File: src/rtl/core/plk_pkg.sv
`timescale 1ns / 1ps
`default_nettype none
// ----------------------------------------------------------------------------
// plk_pkg
// Shared constants, codes and controller/datapath interface types for the
// positional list engine.
// ----------------------------------------------------------------------------
package plk_pkg;

  localparam int unsigned CAPACITY = 128;
  localparam int unsigned ADDR_W   = $clog2(CAPACITY);
  localparam int unsigned CNT_W    = 8;
  localparam int unsigned POS_W    = 8;
  localparam int unsigned OP_W     = 3;
  localparam int unsigned DATA_W   = 32;
  localparam int unsigned STAT_W   = 2;
  localparam int unsigned IN_TDATA_W  = 48;
  localparam int unsigned OUT_TDATA_W = 48;

  localparam logic [CNT_W-1:0] CAP_CNT = CNT_W'(CAPACITY);

  localparam logic [OP_W-1:0] OP_INSERT = 3'd0;
  localparam logic [OP_W-1:0] OP_DELETE = 3'd1;
  localparam logic [OP_W-1:0] OP_GET    = 3'd2;
  localparam logic [OP_W-1:0] OP_PRIOR  = 3'd3;
  localparam logic [OP_W-1:0] OP_NEXT   = 3'd4;
  localparam logic [OP_W-1:0] OP_CLEAR  = 3'd5;

  localparam logic [STAT_W-1:0] ST_OK    = 2'd0;
  localparam logic [STAT_W-1:0] ST_RANGE = 2'd1;
  localparam logic [STAT_W-1:0] ST_FULL  = 2'd2;

  typedef enum logic [2:0] {
    S_IDLE,
    S_DECODE,
    S_UP_PRIME,
    S_UP,
    S_UP_NEW,
    S_CAPTURE,
    S_DN,
    S_FINISH
  } state_t;

  typedef enum logic [2:0] {
    RA_LOOKUP,
    RA_BELOW,
    RA_BELOW2,
    RA_ABOVE,
    RA_ABOVE2
  } rd_sel_t;

  typedef struct packed {
    logic    load_req;
    logic    rd_en;
    rd_sel_t rd_sel;
    logic    wr_en;
    logic    wr_new;
    logic    idx_init;
    logic    idx_dec;
    logic    idx_inc;
    logic    cap_rv;
    logic    commit;
  } plk_cmd_t;

  typedef struct packed {
    logic is_insert;
    logic is_delete;
    logic op_ok;
    logic rd_op;
    logic shift_none;
    logic up_last;
    logic dn_last;
  } plk_stat_t;

endpackage
`default_nettype wire

File: src/rtl/core/plk_datapath.sv
`timescale 1ns / 1ps
`default_nettype none
// ----------------------------------------------------------------------------
// plk_datapath
// Word store, count, request and result registers, range checks and the
// shift index used while words move up or down one slot per cycle.
// ----------------------------------------------------------------------------
module plk_datapath (
  input  wire logic                               clk,
  input  wire logic                               rst_n,
  input  wire plk_pkg::plk_cmd_t                  cmd,
  output plk_pkg::plk_stat_t                      stat,
  input  wire logic [plk_pkg::IN_TDATA_W-1:0]     in_tdata,
  output logic      [plk_pkg::OUT_TDATA_W-1:0]    out_tdata
);
  import plk_pkg::*;

  logic [DATA_W-1:0] words_r [CAPACITY];
  logic [DATA_W-1:0] rdata_r;

  logic [OP_W-1:0]   op_r;
  logic [POS_W-1:0]  pos_r;
  logic [DATA_W-1:0] val_r;
  logic [CNT_W-1:0]  count_r, count_nxt;
  logic [CNT_W-1:0]  idx_r, idx_nxt;
  logic [DATA_W-1:0] rv_r;

  logic [STAT_W-1:0] res_status_r;
  logic [DATA_W-1:0] res_rv_r;
  logic [CNT_W-1:0]  res_count_r;
  logic              res_empty_r;

  logic [CNT_W-1:0]  pos_c;
  logic              pos_nz, pos_le, pos_lt, ok;
  logic [STAT_W-1:0] status_code;
  logic [ADDR_W-1:0] lookup_addr, rd_addr, wr_addr;
  logic [DATA_W-1:0] wr_data;

  assign pos_c  = CNT_W'(pos_r);
  assign pos_nz = (pos_c != '0);
  assign pos_le = (pos_c <= count_r);
  assign pos_lt = (pos_c < count_r);

  always_comb begin
    unique case (op_r) inside
      OP_INSERT: ok = pos_le && (count_r != CAP_CNT);
      OP_DELETE,
      OP_GET:    ok = pos_nz && pos_le;
      OP_PRIOR:  ok = (pos_c > CNT_W'(1)) && pos_le;
      OP_NEXT:   ok = pos_nz && pos_lt;
      OP_CLEAR:  ok = 1'b1;
      default:   ok = 1'b0;
    endcase
  end

  always_comb begin
    if (ok) begin
      status_code = ST_OK;
    end else if ((op_r == OP_INSERT) && pos_le) begin
      status_code = ST_FULL;
    end else begin
      status_code = ST_RANGE;
    end
  end

  always_comb begin
    count_nxt = count_r;
    if (ok) begin
      case (op_r)
        OP_INSERT: count_nxt = count_r + CNT_W'(1);
        OP_DELETE: count_nxt = count_r - CNT_W'(1);
        OP_CLEAR:  count_nxt = '0;
        default:   count_nxt = count_r;
      endcase
    end
  end

  always_comb begin
    case (op_r)
      OP_PRIOR: lookup_addr = ADDR_W'(pos_c - CNT_W'(2));
      OP_NEXT:  lookup_addr = ADDR_W'(pos_c);
      default:  lookup_addr = ADDR_W'(pos_c - CNT_W'(1));
    endcase
  end

  always_comb begin
    case (cmd.rd_sel)
      RA_BELOW:  rd_addr = ADDR_W'(idx_r - CNT_W'(1));
      RA_BELOW2: rd_addr = ADDR_W'(idx_r - CNT_W'(2));
      RA_ABOVE:  rd_addr = ADDR_W'(idx_r + CNT_W'(1));
      RA_ABOVE2: rd_addr = ADDR_W'(idx_r + CNT_W'(2));
      default:   rd_addr = lookup_addr;
    endcase
  end

  assign wr_addr = cmd.wr_new ? ADDR_W'(pos_c) : ADDR_W'(idx_r);
  assign wr_data = cmd.wr_new ? val_r : rdata_r;

  always_comb begin
    idx_nxt = idx_r;
    if (cmd.idx_init) begin
      idx_nxt = (op_r == OP_INSERT) ? count_r : (pos_c - CNT_W'(1));
    end else if (cmd.idx_dec) begin
      idx_nxt = idx_r - CNT_W'(1);
    end else if (cmd.idx_inc) begin
      idx_nxt = idx_r + CNT_W'(1);
    end
  end

  assign stat.is_insert  = (op_r == OP_INSERT);
  assign stat.is_delete  = (op_r == OP_DELETE);
  assign stat.op_ok      = ok;
  assign stat.rd_op      = (op_r == OP_DELETE) || (op_r == OP_GET) ||
                           (op_r == OP_PRIOR) || (op_r == OP_NEXT);
  assign stat.shift_none = (pos_c == count_r);
  assign stat.up_last    = ((idx_r - CNT_W'(1)) == pos_c);
  assign stat.dn_last    = ((idx_r + CNT_W'(2)) == count_r);

  always_ff @(posedge clk) begin
    if (cmd.wr_en) begin
      words_r[wr_addr] <= wr_data;
    end
    if (cmd.rd_en) begin
      rdata_r <= words_r[rd_addr];
    end
  end

  always_ff @(posedge clk) begin
    if (cmd.load_req) begin
      op_r  <= in_tdata[2:0];
      pos_r <= in_tdata[10:3];
      val_r <= in_tdata[42:11];
    end
    idx_r <= idx_nxt;
    if (cmd.load_req) begin
      rv_r <= '0;
    end else if (cmd.cap_rv) begin
      rv_r <= rdata_r;
    end
    if (cmd.commit) begin
      res_status_r <= status_code;
      res_rv_r     <= rv_r;
      res_count_r  <= count_nxt;
      res_empty_r  <= (count_nxt == '0);
    end
  end

  always_ff @(posedge clk) begin
    if (!rst_n) begin
      count_r <= '0;
    end else if (cmd.commit) begin
      count_r <= count_nxt;
    end
  end

  assign out_tdata = {5'b0, res_empty_r, res_count_r, res_rv_r, res_status_r};

endmodule
`default_nettype wire

File: src/rtl/core/plk_ctrl.sv
`timescale 1ns / 1ps
`default_nettype none
// ----------------------------------------------------------------------------
// plk_ctrl
// Request sequencer: decodes the held request, steps the store through the
// lookup and shift passes, and owns the result valid flag.
// ----------------------------------------------------------------------------
module plk_ctrl (
  input  wire logic               clk,
  input  wire logic               rst_n,
  input  wire logic               in_tvalid,
  output logic                    in_tready,
  output logic                    out_tvalid,
  input  wire logic               out_tready,
  input  wire plk_pkg::plk_stat_t stat,
  output plk_pkg::plk_cmd_t       cmd
);
  import plk_pkg::*;

  state_t state_r, state_nxt;
  logic   out_valid_r, out_valid_nxt;
  logic   out_free;

  assign out_free   = !out_valid_r || out_tready;
  assign out_tvalid = out_valid_r;

  always_ff @(posedge clk) begin
    if (!rst_n) begin
      state_r     <= S_IDLE;
      out_valid_r <= 1'b0;
    end else begin
      state_r     <= state_nxt;
      out_valid_r <= out_valid_nxt;
    end
  end

  always_comb begin
    state_nxt = state_r;
    cmd       = '0;
    in_tready = 1'b0;
    unique case (state_r)
      S_IDLE: begin
        in_tready = 1'b1;
        if (in_tvalid) begin
          cmd.load_req = 1'b1;
          state_nxt    = S_DECODE;
        end
      end
      S_DECODE: begin
        cmd.idx_init = 1'b1;
        if (!stat.op_ok) begin
          state_nxt = S_FINISH;
        end else if (stat.is_insert) begin
          if (stat.shift_none) begin
            cmd.wr_en  = 1'b1;
            cmd.wr_new = 1'b1;
            state_nxt  = S_FINISH;
          end else begin
            state_nxt = S_UP_PRIME;
          end
        end else if (stat.rd_op) begin
          cmd.rd_en  = 1'b1;
          cmd.rd_sel = RA_LOOKUP;
          state_nxt  = S_CAPTURE;
        end else begin
          state_nxt = S_FINISH;
        end
      end
      S_UP_PRIME: begin
        cmd.rd_en  = 1'b1;
        cmd.rd_sel = RA_BELOW;
        state_nxt  = S_UP;
      end
      S_UP: begin
        cmd.wr_en = 1'b1;
        if (stat.up_last) begin
          state_nxt = S_UP_NEW;
        end else begin
          cmd.rd_en   = 1'b1;
          cmd.rd_sel  = RA_BELOW2;
          cmd.idx_dec = 1'b1;
        end
      end
      S_UP_NEW: begin
        cmd.wr_en  = 1'b1;
        cmd.wr_new = 1'b1;
        state_nxt  = S_FINISH;
      end
      S_CAPTURE: begin
        cmd.cap_rv = 1'b1;
        if (stat.is_delete && !stat.shift_none) begin
          cmd.rd_en  = 1'b1;
          cmd.rd_sel = RA_ABOVE;
          state_nxt  = S_DN;
        end else begin
          state_nxt = S_FINISH;
        end
      end
      S_DN: begin
        cmd.wr_en = 1'b1;
        if (stat.dn_last) begin
          state_nxt = S_FINISH;
        end else begin
          cmd.rd_en   = 1'b1;
          cmd.rd_sel  = RA_ABOVE2;
          cmd.idx_inc = 1'b1;
        end
      end
      S_FINISH: begin
        if (out_free) begin
          cmd.commit = 1'b1;
          state_nxt  = S_IDLE;
        end
      end
      default: begin
        state_nxt = S_IDLE;
      end
    endcase
  end

  always_comb begin
    out_valid_nxt = out_valid_r;
    if (cmd.commit) begin
      out_valid_nxt = 1'b1;
    end else if (out_tready) begin
      out_valid_nxt = 1'b0;
    end
  end

endmodule
`default_nettype wire

File: src/rtl/core/positional_list_engine.sv
`timescale 1ns / 1ps
`default_nettype none
// ----------------------------------------------------------------------------
// positional_list_engine
// Ordered list of signed 32-bit words with insert, delete, get, prior, next
// and clear requests, one result beat per request beat.
//
// Input stream in_*: one request per beat (opcode, position, new_value).
// Output stream out_*: one result per request (status, read_value, count,
// is_empty), held in an output register.
// Steps per request: clear, rejected requests and an insert at the tail go
// from decode straight to the finish step; get/prior/next/delete read the
// word in a lookup and a capture step, and a delete that moves k words then
// shifts them down; an insert that moves k >= 1 words primes a read, shifts
// them up and then writes the new word. Words move one slot per cycle through
// the single write port of the word store, so k = count - position sets the throughput.
// A new request is taken while the previous result still waits; the engine
// then holds the finished result in its last step until out_tready frees
// the output register.
// Reset empties the list and drops any pending result; store contents are
// not cleared and no clearing pass runs.
// ----------------------------------------------------------------------------
module positional_list_engine (
  input  wire logic                             clk,
  input  wire logic                             rst_n,
  input  wire logic                             in_tvalid,
  output logic                                  in_tready,
  // [2:0] opcode, [10:3] position, [42:11] new_value
  input  wire logic [plk_pkg::IN_TDATA_W-1:0]   in_tdata,
  output logic                                  out_tvalid,
  input  wire logic                             out_tready,
  // [1:0] status, [33:2] read_value, [41:34] count, [42] is_empty
  output logic      [plk_pkg::OUT_TDATA_W-1:0]  out_tdata
);
  import plk_pkg::*;

  plk_cmd_t  cmd;
  plk_stat_t stat;

  plk_ctrl u_ctrl (
    .clk        (clk),
    .rst_n      (rst_n),
    .in_tvalid  (in_tvalid),
    .in_tready  (in_tready),
    .out_tvalid (out_tvalid),
    .out_tready (out_tready),
    .stat       (stat),
    .cmd        (cmd)
  );

  plk_datapath u_datapath (
    .clk       (clk),
    .rst_n     (rst_n),
    .cmd       (cmd),
    .stat      (stat),
    .in_tdata  (in_tdata),
    .out_tdata (out_tdata)
  );

endmodule
`default_nettype wire

File: config.mk
export PLATFORM = sky130hd
export DESIGN_NAME = positional_list_engine
export DESIGN_NICKNAME = d
export VERILOG_FILES = /design/src/rtl/core/plk_pkg.sv /design/src/rtl/core/plk_datapath.sv /design/src/rtl/core/plk_ctrl.sv /design/src/rtl/core/positional_list_engine.sv
export SDC_FILE = /design/constraint.sdc
export NUM_CORES = 2
export LEC_CHECK = 0
export BUFFER_PORTS_ARGS = -buffer_cell sky130_fd_sc_hd__buf_2
export CORE_ASPECT_RATIO = 0.6
export CORE_UTILIZATION = 40
export CTS_CLUSTER_DIAMETER = 150
export DETAILED_ROUTE_END_ITERATION = 10
export SYNTH_ARGS = -nofsm -noshare
export SYNTH_HDL_FRONTEND = slang
export SYNTH_SLANG_ARGS = --single-unit
File: constraint.sdc
create_clock -name clk -period 6.6 [get_ports clk]
set_input_delay 0.33 -clock clk [delete_from_list [all_inputs] [get_ports clk]]
set_output_delay 0.33 -clock clk [all_outputs]
set_load 0.01 [all_outputs]
# == Yosys cells after proc, flatten, opt, wreduce, memory -nomap -nowiden ==
# Memory sizes are Yosys's and may differ from the RTL's. A register that Yosys moved wholly into a read port is not among the register bits.
# Index checks and enable logic that the tools add are counted.
# W data, S select, Z words.
# classes
magnitude_cmp,3
n_mux,48
add_sub_neg,8
eq_ne,24
reduce_logical,21
# ops
cell,count
$mux W8,5
$mux W32,1
$pmux W7 S4,1
$eq A8 B8 Y1,3
$pmux W3 S8,1
$pmux W8 S3,1
$sub A8 B1 Y8 const B,3
$eq A3 B3 Y1 const B,7
$mux W3,7
$mux W4,5
$pmux W4 S5,1
$eq A3 B2 Y1 const B,6
$add A8 B1 Y8 const B,2
$mux W1,16
$pmux W7 S2,1
$sub A7 B2 Y7 const B,2
$eq A3 B1 Y1 const B,3
$add A8 B2 Y8 const B,1
$gt A8 B1 Y1 const B,1
$le A8 B8 Y1,1
$logic_not A8 Y1,1
$lt A8 B8 Y1,1
$mux W2,4
$ne A8 B8 Y1 const B,1
16 further kinds,29
# word_totals
ram_bits,4096
memories,1
reg_bits,138
output_inout_bits,50
# mem_list
name,words,word_bits,read_ports,rd_ports_with_merged_regs,wr,line_no,source
u_datapath.words_r,128,32,1,1,1,plk_datapath.sv:18,logic [DATA_W-1:0] words_r [CAPACITY];

# == Depth between registers and ports, before layout ==
# logic_depth
depth_word,10
depth_mapped,23
depth_no_buf,14

# == Hierarchy ==
# A second synthesis with hierarchy kept.
# unflattened
hier_cells,10242
area_unflattened_um2,169206.0
# by_module_without_submodules
mod,area_each_um2,n_inst,seq_area_each_um2,cells_per_inst
plk_datapath,168768.1,1,127582.4,10181
plk_ctrl,437.9,1,80.1,61

# == Least setup slack after synthesis ==
# OpenSTA, ideal clock, no wires.
# synth_path
kind,register -> register
from,"register u_datapath.pos_r[0], in the netlist u_datapath.pos_c[0]"
to,"memory u_datapath.words_r[36][0], enable pin"
path_buffers,4
setup_ns,0.461
synth_period_minus_slack_ns,6.297
slack_ns,0.303
path_stages_with_launch,16
arrival_time_ns,5.836
cell_sequence,edfxtp_1 clkbuf_1 clkinv_1 ha_1 nand4_1 or2_2 nor2_1 o221a_2 a41oi_1 nor2_1 clkbuf_1 a41oi_1 or2_2 clkbuf_1 clkbuf_1 nor3_1
# synth_via
elab_chain_len,7
word_cells_on_any_way,18
cone_classes,order compare (3); eq/ne (1); mux (9); reduce/logical (5)
# synth_rtl
element,line_no,source
"start, declared",plk_datapath.sv:22,logic [POS_W-1:0] pos_r;
"start signal, assigned",plk_datapath.sv:131,pos_r <= in_tdata[10:3];
"$lt A8 B8 Y1, or another cell as far along",plk_datapath.sv:42,assign pos_lt = (pos_c < count_r);
"$logic_and A1 B1 Y1, or another cell as far along",plk_datapath.sv:50,OP_NEXT: ok = pos_nz && pos_lt;
$pmux W1 S5 / $mux W2 (equally long branches),"plk_datapath.sv:45, plk_ctrl.sv:53",
$mux W6,plk_ctrl.sv:51,if (!stat.op_ok) begin
$pmux W1 S2,plk_ctrl.sv:41,unique case (state_r)
$mux W1,plk_datapath.sv:120,if (cmd.wr_en) begin
$mux W1 (implied by the code),plk_datapath.sv:121,words_r[wr_addr] <= wr_data;
"end, declared",plk_datapath.sv:18,
# Several ways; a longest one is shown, not always the timed one.

# == Final worst setup path ==
# layout_path
from,"register u_datapath.pos_r[0], in the netlist u_datapath.pos_c[0]"
to,"register u_datapath.rdata_r[18] (read register of u_datapath.words_r), data pin"
# layout_via
elab_chain_len,7
word_cells_on_any_way,25
cone_classes,add/sub (2); order compare (3); eq/ne (6); mux (7); reduce/logical (7)
# layout_rtl
element,line_no,source
"$lt A8 B8 Y1, or another cell as far along",plk_datapath.sv:42,
"$logic_and A1 B1 Y1, or another cell as far along",plk_datapath.sv:50,
$pmux W1 S5 / $logic_and A1 B1 Y1 (equally long branches),"plk_datapath.sv:45, plk_ctrl.sv:91",
$mux W6 / $mux W4 (equally long branches),"plk_ctrl.sv:51, plk_ctrl.sv:91",
$pmux W4 S5,plk_ctrl.sv:41,
"$eq A3 B3 Y1, or another cell as far along",plk_datapath.sv:87,case (cmd.rd_sel)
$pmux W7 S4,plk_datapath.sv:87,
"end, declared",plk_datapath.sv:19,logic [DATA_W-1:0] rdata_r;
# Several ways; a longest one is shown, not always the timed one.
# A chain may end at the register's enable or synchronous reset.

==> results.json <==
{
  "status": "finished, violations left",
  "failed_checks": "max-capacitance violations, max-slew violations, negative setup slack",
  "port_buffers": 91,
  "final-setup-viol-count": 1,
  "grt_first_pass_wirelength_um": 794000,
  "cts_tree": "yes",
  "finalHoldViolCount": 0,
  "min_from": "in_tdata[1]",
  "timing.fmax_mhz": 151,
  "drt_first_pass_iters": 9,
  "slew_viol_final": 9,
  "grt_overflow": 0,
  "r2r_setup_slack_ns": -0.02,
  "r2r-start": "u_datapath.pos_c[0]$_DFFE_PP_",
  "yosysWarnings": 0,
  "drv_cap": 4,
  "worstHoldEndpoint": "u_datapath.op_r[1]$_DFFE_PP_",
  "cts.sinks": 4266,
  "synth_edf_count": 4222,
  "cts-root-buf": "clkbuf_16",
  "clockBufferDepth": 4,
  "die_area_um2": 423000,
  "layout-drive-gt1-share": 0.193,
  "yosysUniqueCellTypes": 93,
  "avgSynthCellArea_um2": 16.7,
  "rsz0062_at_grt": "yes",
  "clk_pin_slew_ns": 0.07,
  "required_ns": 7.29,
  "cp_max_fo": 11,
  "slew_headroom": -0.121,
  "area_growth_pct": 15.0,
  "fill_cells": 35000,
  "fin_hold_ws_ns": 0.0677,
  "worst_pin_slew_ns": 1.66,
  "async_flop_share": 0,
  "post-place-ws_ns": -0.123,
  "viasPerCell": 6.28,
  "netlist_area_um2": 168000,
  "grt_max_degree": 129,
  "holdPathStages": 2,
  "ios": 102,
  "route.vias.total": 104000,
  "synth_seq_area_share": 0.760,
  "grt_pass1_vias": 96000,
  "htreeDepth": 5,
  "setup.worst_path.start": "u_datapath.pos_c[0]$_DFFE_PP_",
  "synth_ff_type": "edfxtp_1",
  "hold_path_class": "in -> reg",
  "final.setup.worst_slack_ns": -0.0211,
  "ant_nets": 0,
  "crit_path_start_kind": "flip-flop",
  "core_um2": 416000,
  "antenna_found_initial": 64,
  "gp_congestion": 0.922,
  "routed_wl_um": 588000,
  "die_y_um": 504,
  "end_kind": "flip-flop",
  "finClkSkew_ns": 0.0652,
  "netlist_instances": 10000,
  "fin_crit_ns": 6.62,
  "grt_usage": 0.269,
  "dp_hpwl_um": 362000,
  "ys_ff_latch": 4266,
  "crit_type": "reg -> reg",
  "start_util": 0.404,
  "chipWidth_um": 839,
  "nets": 10700,
  "drc": 0,
  "cts_made_buffers": 377,
  "arrival_ns": 7.31,
  "drt_iter0_markers": 19600,
  "final_util": 0.464,
  "reg2regPathDepth": 15,
  "clkLatencyLatePin_ns": 0.97,
  "num_rows": 183,
  "r2r-end": "u_datapath.rdata_r[18]$_DFFE_PP_",
  "period_share": 1.00,
  "wl_per_cell_um": 35.6
}
-- state kept, by name (all words and copies together) (netlist names) --
name and cells:
u_datapath.idx_r 8, u_datapath.res_rv_r 32, u_datapath.pos_c 8, u_datapath.res_empty_r 1, u_datapath.rdata_r 32, u_datapath.words_r 4096
u_datapath.op_r 3, u_datapath.val_r 32, u_ctrl.state_r 3, u_datapath.count_r 8, u_datapath.res_status_r 2, u_datapath.rv_r 32
u_ctrl.out_tvalid 1, u_datapath.res_count_r 8
-- logic make-up after synthesis --
family / Yosys count / synth area share
AOI/OAI and AO/OA: 971 / 0.0409
xor gates and xnor gates: 48 / 0.00258
adders and majority gates: 24 / 0.00183
buffers and inverters: 692 / 0.0211
DFF: 4266 / 0.760
muxes: 919 / 0.0929
other: 1 / 0.0000223
and+or+nand+nor: 3116 / 0.0809
-- cells in the mapped netlist (101+ instances only) --
cell type / n / share of area
a31oi_1: 101 / 0.0038
mux2i_1: 398 / 0.024
edfxtp_1: 4222 / 0.75
buf_2: 220 / 0.0066
nand2_1: 1773 / 0.040
nor2_1: 172 / 0.0038
nor3_1: 107 / 0.0032
mux4_2: 511 / 0.068
a22oi_1: 132 / 0.0059
nand4_1: 131 / 0.0049
clkbuf_1: 263 / 0.0059
nand3_1: 784 / 0.023
a21oi_1: 199 / 0.0059
-- worst max path at each step --
stage | slack [ns] | endpoint
6_report | -0.02 | u_datapath.rdata_r[18]$_DFFE_PP_
5_1_grt | -0.01 | u_datapath.rdata_r[4]$_DFFE_PP_
4_1_cts | 0.00007 | u_datapath.rdata_r[4]$_DFFE_PP_
3_5_place_dp | -0.12 | u_datapath.rdata_r[20]$_DFFE_PP_
3_3_place_gp | -0.22 | u_datapath.rdata_r[4]$_DFFE_PP_
2_1_floorplan | 0.30 | u_datapath.words_r[36][0]$_DFFE_PP_
-- layout by cell type (no fill, tap or decap), types with 97 or more instances in the layout --
cell type,synthesis,final
mux2i_1,398,396
edfxtp_1,4222,4222
clkbuf_16,0,386
mux4_2,511,511
nand3_1,784,783
a21oi_1,199,192
a31oi_1,101,97
buf_4,47,576
nand2_1,1773,1739
a22oi_1,132,130
nand4_1,131,131
buf_12,10,138
-- routing by layer --
metal | global-route usage | up-vias | part of all wire
met2 | 0.352 | 8179 | 0.39
met3 | 0.126 | 1004 | 0.18
met4 | 0.0712 | 52 | 0.030
met5 | 0 | - | 0.0016
li1 | - | 40700 | -
met1 | 0.400 | 53700 | 0.40
-- critical path, stage by stage, from the launching register on --
cell      delay [ns]
edfxtp_1        0.37
clkinv_1        0.29
ha_1            0.41
nand4_1         0.16
o211ai_1        0.38
nand2_1         0.39
a21oi_1         0.44
o21ai_1         0.34
a31o_4          0.42
nor3_2          0.53
buf_4           0.33
nand2_1         0.68
buf_4           0.46
o22ai_1         0.43
or4_1           0.51
nand3_1         0.15
-- stage by stage --
stage	TNS (ns)	instance area (um^2)	std cells
2_1_floorplan	0	168000	10000
3_3_place_gp	-0.288	181000	15800
3_5_place_dp	-0.123	181000	15800
4_1_cts	0	193000	16500
5_1_grt	-0.0102	193000	16500
6_report	-0.0211	193000	16500
-- layout make-up --
cell class / count / area, um^2 / share of cell area
Tap cell: 5550 / 6940 / 0.0359
Clock inverter: 212 / 2130 / 0.0110
Clock buffer: 472 / 10000 / 0.0518
Antenna cell: 25 / 62.6 / 0.000324
Multi-Input combinational cell: 5084 / 38300 / 0.198
Inverter: 49 / 188 / 0.000971
Sequential cell: 4266 / 128000 / 0.660
Timing Repair Buffer: 852 / 8020 / 0.0415
-- timing repair --
action | 4_1_cts | 5_1_grt
resized for setup | 1 | 15
buffers inserted | 0 | 3
endpoints found under the hold margin | 55 | 0
hold buffers | 46 | 0
endpoints found under the setup margin | 1 | 12
cloned | 0 | 1
pin swaps | 0 | 3
Power is left out: the tool's default activity adds up to more than one toggle a clock period on the data nets, which glitch-free logic cannot reach.
